`config.mk`:
```
export PLATFORM = sky130hd
export DESIGN_NAME = hid_keyboard_descriptor_parser
export DESIGN_NICKNAME = d
export VERILOG_FILES = /design/src/design/hkdp_pkg.sv /design/src/design/hkdp_front.sv /design/src/design/hkdp_queue.sv /design/src/design/hkdp_back.sv /design/src/design/hid_keyboard_descriptor_parser.sv
export SDC_FILE = /design/constraint.sdc
export NUM_CORES = 2
export LEC_CHECK = 0
export ABC_AREA = 1
export BUFFER_PORTS_ARGS = -buffer_cell sky130_fd_sc_hd__buf_4
export CAP_MARGIN = 30
export CORE_ASPECT_RATIO = 0.6
export CORE_MARGIN = 3
export CORE_UTILIZATION = 65
export DETAILED_ROUTE_END_ITERATION = 8
export PLACE_DENSITY = 0.86
export SKIP_LAST_GASP = 1
export SYNTH_ARGS = -nofsm -noshare
export SYNTH_HDL_FRONTEND = slang
export SYNTH_HIERARCHICAL = 1
export SYNTH_SLANG_ARGS = --single-unit
export TNS_END_PERCENT = 30
```
`constraint.sdc`:
```
create_clock -name clk -period 13.7 [get_ports clk]
set_input_delay 2.74 -clock clk [delete_from_list [all_inputs] [get_ports clk]]
set_output_delay 2.74 -clock clk [all_outputs]
set_load 0.005 [all_outputs]
```
`src/design/hkdp_pkg.sv`:
```
// ----------------------------------------------------------------------------
// hkdp_pkg
// Shared types and codes for the HID keyboard report descriptor parser.
// ----------------------------------------------------------------------------
package hkdp_pkg;

  typedef enum logic [1:0] {
    ITEM_MAIN     = 2'd0,
    ITEM_GLOBAL   = 2'd1,
    ITEM_LOCAL    = 2'd2,
    ITEM_RESERVED = 2'd3
  } item_kind_t;

  localparam logic [3:0] GTAG_PAGE       = 4'h0;
  localparam logic [3:0] GTAG_FIELD_BITS = 4'h7;
  localparam logic [3:0] GTAG_RPT_ID     = 4'h8;
  localparam logic [3:0] GTAG_FIELD_CNT  = 4'h9;
  localparam logic [3:0] LTAG_USG        = 4'h0;
  localparam logic [3:0] MTAG_IN_FIELD   = 4'h8;

  localparam logic [31:0] PAGE_DESKTOP  = 32'h01;
  localparam logic [31:0] PAGE_KEYBOARD = 32'h07;
  localparam logic [31:0] USAGE_KBD     = 32'h06;

  localparam int OFFSET_W = 30;

  // one assembled short item as handed from the framer to the executor
  typedef struct packed {
    item_kind_t  kind;
    logic [3:0]  tag;
    logic [31:0] data;
    logic        last;
  } item_t;

endpackage

```
`src/design/hkdp_front.sv`:
```
// ----------------------------------------------------------------------------
// hkdp_front
// Byte framer: splits descriptor bytes into short items and emits each one.
// ----------------------------------------------------------------------------
module hkdp_front
  import hkdp_pkg::*;
(
  input  logic       clk,
  input  logic       rst,
  input  logic       byte_fire,
  input  logic [7:0] desc_byte,
  input  logic       last_byte,
  output logic       item_push,
  output item_t      item
);

  logic [2:0]  bytes_left, bytes_left_next;
  logic [1:0]  byte_index, byte_index_next;
  item_kind_t  kind, kind_next;
  logic [3:0]  tag, tag_next;
  logic [31:0] data, data_next;
  logic        done;

  always_comb begin
    bytes_left_next = bytes_left;
    byte_index_next = byte_index;
    kind_next       = kind;
    tag_next        = tag;
    data_next       = data;
    done            = 1'b0;
    if (bytes_left == 3'd0) begin
      // prefix byte
      unique case (desc_byte[1:0])
        2'd0:    bytes_left_next = 3'd0;
        2'd1:    bytes_left_next = 3'd1;
        2'd2:    bytes_left_next = 3'd2;
        default: bytes_left_next = 3'd4;
      endcase
      kind_next       = item_kind_t'(desc_byte[3:2]);
      tag_next        = desc_byte[7:4];
      data_next       = '0;
      byte_index_next = 2'd0;
      done            = (desc_byte[1:0] == 2'd0) || last_byte;
    end else begin
      data_next       = data | ({24'd0, desc_byte} << {byte_index, 3'b000});
      byte_index_next = byte_index + 2'd1;
      bytes_left_next = bytes_left - 3'd1;
      // a truncated item is flushed with what it has
      done            = (bytes_left == 3'd1) || last_byte;
    end
  end

  assign item_push = byte_fire && done;
  assign item      = '{kind: kind_next, tag: tag_next, data: data_next, last: last_byte};

  always_ff @(posedge clk) begin
    if (rst) begin
      bytes_left <= '0;
      byte_index <= '0;
      kind       <= ITEM_MAIN;
      tag        <= '0;
      data       <= '0;
    end else if (byte_fire) begin
      if (last_byte) begin
        bytes_left <= '0;
        byte_index <= '0;
        kind       <= ITEM_MAIN;
        tag        <= '0;
        data       <= '0;
      end else begin
        bytes_left <= bytes_left_next;
        byte_index <= byte_index_next;
        kind       <= kind_next;
        tag        <= tag_next;
        data       <= data_next;
      end
    end
  end

endmodule

```
`src/design/hkdp_queue.sv`:
```
// ----------------------------------------------------------------------------
// hkdp_queue
// Two-entry item queue between the framer and the executor.
// ----------------------------------------------------------------------------
module hkdp_queue
  import hkdp_pkg::*;
(
  input  logic  clk,
  input  logic  rst,
  input  logic  push,
  input  item_t push_item,
  output logic  full,
  input  logic  pop,
  output logic  head_valid,
  output item_t head_item
);

  item_t      entries [2];
  logic       wr_ptr;
  logic       rd_ptr;
  logic [1:0] count;

  assign full       = (count == 2'd2);
  assign head_valid = (count != 2'd0);
  assign head_item  = entries[rd_ptr];

  always_ff @(posedge clk) begin
    if (push) begin
      entries[wr_ptr] <= push_item;
    end
  end

  always_ff @(posedge clk) begin
    if (rst) begin
      wr_ptr <= 1'b0;
      rd_ptr <= 1'b0;
      count  <= '0;
    end else begin
      if (push) begin
        wr_ptr <= ~wr_ptr;
      end
      if (pop) begin
        rd_ptr <= ~rd_ptr;
      end
      case ({push, pop})
        2'b10:   count <= count + 2'd1;
        2'b01:   count <= count - 2'd1;
        default: count <= count;
      endcase
    end
  end

endmodule

```
`src/design/hkdp_back.sv`:
```
// ----------------------------------------------------------------------------
// hkdp_back
// Item executor: tracks global state, locates keyboard fields, emits layout.
// ----------------------------------------------------------------------------
module hkdp_back
  import hkdp_pkg::*;
(
  input  logic         clk,
  input  logic         rst,
  input  logic         item_valid,
  input  item_t        item,
  output logic         item_pop,
  output logic         m_tvalid,
  input  logic         m_tready,
  output logic [127:0] m_tdata,
  output logic [0:0]   m_tuser
);

  logic [31:0]         usage_page, field_size, field_count;
  logic                kbd_seen, id_prefix;
  logic [31:0]         bit_pos;
  logic [31:0]         rpt_id;
  logic                mod_found, key_found;
  logic [OFFSET_W-1:0] mod_off, key_off;
  logic [31:0]         key_slots;
  // size times count, kept current one item ahead of its use
  logic [63:0]         product;

  logic [31:0]         usage_page_next, field_size_next, field_count_next;
  logic                kbd_seen_next, id_prefix_next;
  logic [31:0]         bit_pos_next, rpt_id_next, key_slots_next;
  logic                mod_found_next, key_found_next;
  logic [OFFSET_W-1:0] mod_off_next, key_off_next;
  logic [31:0]         mul_a, mul_b;
  logic                mul_load;

  logic                on_key_page, is_var, is_const;
  logic [OFFSET_W-1:0] offset;
  logic [32:0]         sum;

  logic                out_valid;
  logic                out_kbd;
  logic [31:0]         out_rpt_id, out_key_slots;
  logic [30:0]         out_mod_off, out_key_off;

  assign item_pop = item_valid && (!item.last || !out_valid || m_tready);

  assign on_key_page = (usage_page == PAGE_KEYBOARD);
  assign is_const    = item.data[0];
  assign is_var      = item.data[1];
  assign offset      = {{(OFFSET_W-1){1'b0}}, id_prefix} + {1'b0, bit_pos[31:3]};
  assign sum         = {1'b0, bit_pos} + {1'b0, product[31:0]};

  always_comb begin
    usage_page_next  = usage_page;
    field_size_next  = field_size;
    field_count_next = field_count;
    kbd_seen_next    = kbd_seen;
    id_prefix_next   = id_prefix;
    bit_pos_next     = bit_pos;
    rpt_id_next      = rpt_id;
    mod_found_next   = mod_found;
    key_found_next   = key_found;
    mod_off_next     = mod_off;
    key_off_next     = key_off;
    key_slots_next   = key_slots;
    mul_load         = 1'b0;
    mul_a            = field_size;
    mul_b            = field_count;
    unique case (item.kind)
      ITEM_GLOBAL: begin
        case (item.tag)
          GTAG_PAGE: usage_page_next = item.data;
          GTAG_FIELD_BITS: begin
            field_size_next = item.data;
            mul_load        = 1'b1;
            mul_a           = item.data;
          end
          GTAG_FIELD_CNT: begin
            field_count_next = item.data;
            mul_load         = 1'b1;
            mul_b            = item.data;
          end
          GTAG_RPT_ID: begin
            rpt_id_next    = item.data;
            id_prefix_next = 1'b1;
          end
          default: ;
        endcase
      end
      ITEM_LOCAL: begin
        if (item.tag == LTAG_USG && usage_page == PAGE_DESKTOP && item.data == USAGE_KBD) begin
          kbd_seen_next = 1'b1;
        end
      end
      ITEM_MAIN: begin
        if (item.tag == MTAG_IN_FIELD) begin
          if (on_key_page && is_var && !is_const && field_size == 32'd1 && !mod_found) begin
            mod_found_next = 1'b1;
            mod_off_next   = offset;
          end else if (on_key_page && !is_var && !is_const && field_size == 32'd8
                       && !key_found) begin
            key_found_next = 1'b1;
            key_off_next   = offset;
            key_slots_next = field_count;
          end
          // saturate at all ones
          if (product[63:32] != 32'd0 || sum[32]) begin
            bit_pos_next = '1;
          end else begin
            bit_pos_next = sum[31:0];
          end
        end
      end
      default: ;
    endcase
  end

  always_ff @(posedge clk) begin
    if (rst) begin
      usage_page  <= '0;
      field_size  <= '0;
      field_count <= '0;
      kbd_seen    <= 1'b0;
      id_prefix   <= 1'b0;
      bit_pos     <= '0;
      rpt_id      <= '0;
      mod_found   <= 1'b0;
      key_found   <= 1'b0;
      key_slots   <= '0;
      product     <= '0;
    end else if (item_pop) begin
      if (item.last) begin
        usage_page  <= '0;
        field_size  <= '0;
        field_count <= '0;
        kbd_seen    <= 1'b0;
        id_prefix   <= 1'b0;
        bit_pos     <= '0;
        rpt_id      <= '0;
        mod_found   <= 1'b0;
        key_found   <= 1'b0;
        key_slots   <= '0;
        product     <= '0;
      end else begin
        usage_page  <= usage_page_next;
        field_size  <= field_size_next;
        field_count <= field_count_next;
        kbd_seen    <= kbd_seen_next;
        id_prefix   <= id_prefix_next;
        bit_pos     <= bit_pos_next;
        rpt_id      <= rpt_id_next;
        mod_found   <= mod_found_next;
        key_found   <= key_found_next;
        key_slots   <= key_slots_next;
        if (mul_load) begin
          product <= mul_a * mul_b;
        end
      end
    end
  end

  // offsets are qualified by their found flags
  always_ff @(posedge clk) begin
    if (item_pop) begin
      mod_off <= mod_off_next;
      key_off <= key_off_next;
    end
  end

  always_ff @(posedge clk) begin
    if (rst) begin
      out_valid <= 1'b0;
    end else if (item_pop && item.last) begin
      out_valid <= 1'b1;
    end else if (m_tready) begin
      out_valid <= 1'b0;
    end
  end

  always_ff @(posedge clk) begin
    if (item_pop && item.last) begin
      out_kbd       <= kbd_seen_next && key_found_next;
      out_rpt_id    <= rpt_id_next;
      out_mod_off   <= mod_found_next ? {1'b0, mod_off_next} : '1;
      out_key_off   <= key_found_next ? {1'b0, key_off_next} : '1;
      out_key_slots <= key_slots_next;
    end
  end

  assign m_tvalid = out_valid;
  assign m_tuser  = out_kbd;
  assign m_tdata  = {2'b00, out_key_slots, out_key_off, out_mod_off, out_rpt_id};

endmodule

```
`src/design/hid_keyboard_descriptor_parser.sv`:
```
// ----------------------------------------------------------------------------
// hid_keyboard_descriptor_parser
// Finds the keyboard report layout in a USB HID report descriptor.
// ----------------------------------------------------------------------------
// Descriptor bytes enter one per transfer on the s_ side, s_tlast on the
// final byte. A framer assembles short items and hands them through a
// two-entry queue to an executor, which tracks the global state and the
// running bit position and, on the item that holds the last byte, loads the
// layout into the output register and clears itself for the next descriptor.
// The block takes one byte per cycle; a byte is held back only while the
// queue is full, which happens when the output register is still waiting on
// m_tready when a final item reaches the executor. m_tvalid rises once the
// final item has passed through the queue and been loaded into the output
// register, later only while an earlier layout still waits on m_tready.
module hid_keyboard_descriptor_parser
  import hkdp_pkg::*;
(
  input  logic         clk,
  input  logic         rst,
  input  logic         s_tvalid,
  output logic         s_tready,
  input  logic [7:0]   s_tdata,   // desc_byte [7:0]
  input  logic         s_tlast,
  output logic         m_tvalid,
  input  logic         m_tready,
  // rpt id [31:0], modifier byte offset [62:32], keycode offset [93:63],
  // keycode slots [125:94], zero [127:126]
  output logic [127:0] m_tdata,
  output logic [0:0]   m_tuser    // keyboard flag [0]
);

  logic  byte_fire;
  logic  push;
  item_t push_item;
  logic  q_full;
  logic  pop;
  logic  head_valid;
  item_t head_item;

  assign s_tready  = !q_full;
  assign byte_fire = s_tvalid && s_tready;

  hkdp_front u_front (
    .clk       (clk),
    .rst       (rst),
    .byte_fire (byte_fire),
    .desc_byte (s_tdata),
    .last_byte (s_tlast),
    .item_push (push),
    .item      (push_item)
  );

  hkdp_queue u_queue (
    .clk        (clk),
    .rst        (rst),
    .push       (push),
    .push_item  (push_item),
    .full       (q_full),
    .pop        (pop),
    .head_valid (head_valid),
    .head_item  (head_item)
  );

  hkdp_back u_back (
    .clk        (clk),
    .rst        (rst),
    .item_valid (head_valid),
    .item       (head_item),
    .item_pop   (pop),
    .m_tvalid   (m_tvalid),
    .m_tready   (m_tready),
    .m_tdata    (m_tdata),
    .m_tuser    (m_tuser)
  );

endmodule
```
==> reports/summary.md <==
The flow ran to the end, and the final reports show no timing, DRC or antenna violations. Counting stages on the worst path, the most repeated cell is sky130_fd_sc_hd__fa_1. The worst reg2reg path endpoint is u_back/product[42]. In the final routed layout, each cell accounts on average for 26.0 um. In this run the worst path has a maximum fanout of 32. The area of the placeable core came out at 92400 um2.

Sequential area share after synthesis: 0.232. For the final count of pins violating max slew, the log shows 0. TritonCTS created 49 clock buffers. Prior to clock tree synthesis, the placed netlist has a worst setup slack of 3.48 ns.

In this run, synthesis inferred 265 flip-flops with an integrated enable. The die covers 97600 um2. The run gives 0 as the number of resized instances in the post-cts repair step. The number of placement rows came out at 86. For the worst setup path, the data arrival time is 11.42 ns. The run gives 0 as the number of DRC violations after detailed routing. Wires add up to 231000 um. The post-synthesis cell area was 61000 um2. Setup repair after global routing left no endpoint under its margin. The run gives 11 as the number of antenna violations at the first check in global routing. For this run, the detailed router's first-pass iteration total came to 7.

The biggest cell delay along the critical path is 0.80 ns, and the slew at the pin closest to its max-slew limit is 1.14 ns. Post-synthesis async set-or-reset flop share: 0. Clock latency on the worst-skew pair, taken at its later pin, is 0.63 ns. For the HPWL after detailed placement, the log shows 179000 um.

Layout net count: 8833. The starting utilization of the core area is 0.660, and the worst-case clock buffer depth is 3. Measured along the y axis, the die boundary spans 243 um. The worst hold path belongs to the class register to register. The relative slew slack is 0.239, and the number of cells produced by synthesis is 7637. The setup TNS was 0 ns. The critical path is of the register to register type.

144 I/O pins were placed. The required time of the critical path is 14.25 ns, and the number of buffers added for setup after CTS is 0. The number of stages on the worst hold path is 2. In this run, distinct cell masters in the synthesized netlist total 54. The cell type with the largest total area after synthesis is sky130_fd_sc_hd__fa_1. The run gives 0 as the count of final hold-check violations. The kind of cell with the highest combined delay along the critical path is adder cells. The first routing iteration left 8704 violations.

The number of cells on the worst reg-to-reg path is 30. TritonCTS built the clock tree. Max-cap violations in this run came to 0. The most common flop cell mapped by yosys is sky130_fd_sc_hd__dfxtp_1.

The number of levels in the clock H-tree is 2. The startpoint identified for the worst hold timing path is u_back/key_slots[3]. The clock-pin slew of the registers on the worst-case setup and hold paths was 0.08 ns; the final critical-path setup slack was 2.83 ns.

Synthesis inferred 574 register bits. The slowest cell on the critical path is sky130_fd_sc_hd__clkinv_1. After detailed routing, the number of vias per cell comes to 6.15. The fraction of layout cells with a size suffix above 1 is 0.0736.

The tools report the quantity of hold-fixing buffers added after cts as 0. The logs give 2.83 ns for the setup slack on the worst flop-to-flop path and 1.15 for the final weighted congestion in routability-driven placement. Total global routing track utilization: 0.475. STA classifies the critical path startpoint as a register.

Compared with the post-synthesis result, the final layout area differs by 6.44%. The total global routing overflow is 0. The die span in x was 401 um; the cell leakage power was 30.3 nW. The clock arrives with 0.0185 ns of skew.

Buffers placed on the I/O ports in this run total 141. Yosys printed 6 warnings. The fraction of the cycle the final worst path needs is 0.794, and the global-route wire length before repair is 341000 um. The number of buffers and inverters on the critical path is 7.

The peak supply drop was 0.117 mV; the clock sink total was 574. The worst hold path terminates at u_back/key_slots[3]. After synthesis, the cell types taking the most area are sky130_fd_sc_hd__fa_1 29%, sky130_fd_sc_hd__edfxtp_1 13%, sky130_fd_sc_hd__nand2_1 12%.

The power per standard cell area works out to 75.7 nW/um2. Entering global routing, the biggest net connects 113 pins. The cell sitting at the root of the clock tree is a sky130_fd_sc_hd__clkbuf_16. For this run, the top clock speed supported by timing is 92.0 MHz.

The count of nets left with antenna violations once routing finished came out at 0. The via count of the first global-routing pass was 53619; the minimum clock period after layout was 10.87 ns. Averaged over all synthesized cells, the footprint is 7.98 um2. The top-area cell type share of the netlist area is 0.295. The sort of element at the end of the critical path was a register. The total number of vias is 54751, and the setup-violating endpoint count in the final report is 0.
-- synth_stat cells, drive strengths merged (6+ instances only) --
cell and number:
a21oi 379, edfxtp 265, nand2 2026, o21ai 157
nand3 248, dfxtp 309, o21a 27, mux2 39
buf 186, inv 1477, nand3b 19, ha 301
clkbuf 131, or2 53, fa 897, nor2 884
xnor2 25, nor3 38, nand4 85, nor4 23
clkinv 6, o21bai 13, and2 14, xor2 24
-- cells by family after synthesis --
family          after synthesis  synth area share
flops                       574             0.232
compound gates              584            0.0524
buf+inv                    1800             0.117
fa+ha+maj                  1198             0.356
mux                          39           0.00782
other cells                   1         0.0000615
xor+xnor                     49           0.00704
simple gates               3392             0.227
-- flip-flops by register name, summed over array words and instances, names as in the netlist, 30 cells and up, named ones only --
signal                flops
u_back/bit_pos           32
u_back/product           64
u_back/mod_off           30
u_queue/entries          78
u_back/rpt_id            32
u_back/out_key_slots     32
u_back/out_mod_off       31
u_back/usage_page        32
u_back/field_count       32
u_back/out_key_off       31
u_front/data             32
u_back/key_slots         32
u_back/key_off           30
u_back/field_size        32
u_back/out_rpt_id        32
-- worst max path at each step --
stage | to | slack [ns] | depth (start not counted)
after CTS | u_back/product[42] | 3.49 | 31
final | u_back/product[42] | 2.83 | 30
after detailed placement | u_back/product[42] | 3.48 | 31
after floorplan | u_back/usage_page[1] | 5.95 | 10
after global routing | u_back/product[50] | 2.87 | 31
after global placement | u_back/product[42] | 3.55 | 31
-- cell usage in the layout (no fill, tap or decap), drive strengths merged, types with 2 or more instances in the layout --
cell type     n
nand2      2026
inv        1480
fa          897
nor2        884
a21oi       379
dfxtp       309
ha          301
edfxtp      265
nand3       248
buf         248
o21ai       157
nand4        85
clkbuf       68
or2          53
mux2         39
nor3         38
o21a         27
xnor2        25
xor2         24
nor4         23
nand3b       19
clkinv       19
and2         14
o21bai       13
diode         9
clkinvlp      8
bufinv        2
a31oi         2
a21o          2
a211oi        2
o211ai        2
conb          2
-- worst reg2reg max path, delay by kind of cell, from the launching register on --
family,cells,cell delay [ns]
AOI/OAI and AO/OA,2,0.22
adders and majority gates,9,4.35
muxes,1,0.39
DFF,1,0.41
and+or+nand+nor,11,3.67
buffers and inverters,7,1.73
-- routing by layer --
metal | share of wire | global-route usage | vias to the layer above | routed length [um]
met1 | 0.38 | 0.671 | 26174 | 88600
met2 | 0.37 | 0.610 | 4723 | 86200
met3 | 0.20 | 0.251 | 813 | 45100
met5 | 0.0018 | 0.0239 | - | 426
li1 | - | - | 23023 | -
met4 | 0.048 | 0.176 | 18 | 11000
-- layout make-up --
type / count / area, um2
tap: 1232 / 1540
clock inverter: 26 / 269
multi-input combinational: 5264 / 40000
antenna: 9 / 22.5
sequential: 574 / 14100
fill: 7059 / 27500
timing repair buffer: 250 / 2040
inverter: 1483 / 5570
clock buffer: 66 / 1320
-- report_power, final --
| part | switching, mW | internal, mW | leakage, nW | total, mW |
|---|---|---|---|---|
| combinational | 1.16 | 0.299 | 25.0 | 1.45 |
| clock | 0.717 | 0.731 | 0.743 | 1.45 |
| sequential | 0.0487 | 1.96 | 4.61 | 2.01 |
| total | 1.92 | 2.99 | 30.3 | 4.91 |
-- per-stage QoR --
stage	hold slack, ns	area (um2)	util	total power, mW	std cells
3_3_place_gp	0.446	63000	0.682	3.35	8792
4_1_cts	0.464	64700	0.700	4.81	8890
3_5_place_dp	0.453	63200	0.683	3.39	8798
2_1_floorplan	0.436	61000	-	2.79	7638
5_1_grt	0.478	64900	0.702	5.00	8897
6_report	0.468	64900	0.702	4.91	8904
Power figures use the tool's default switching activity.
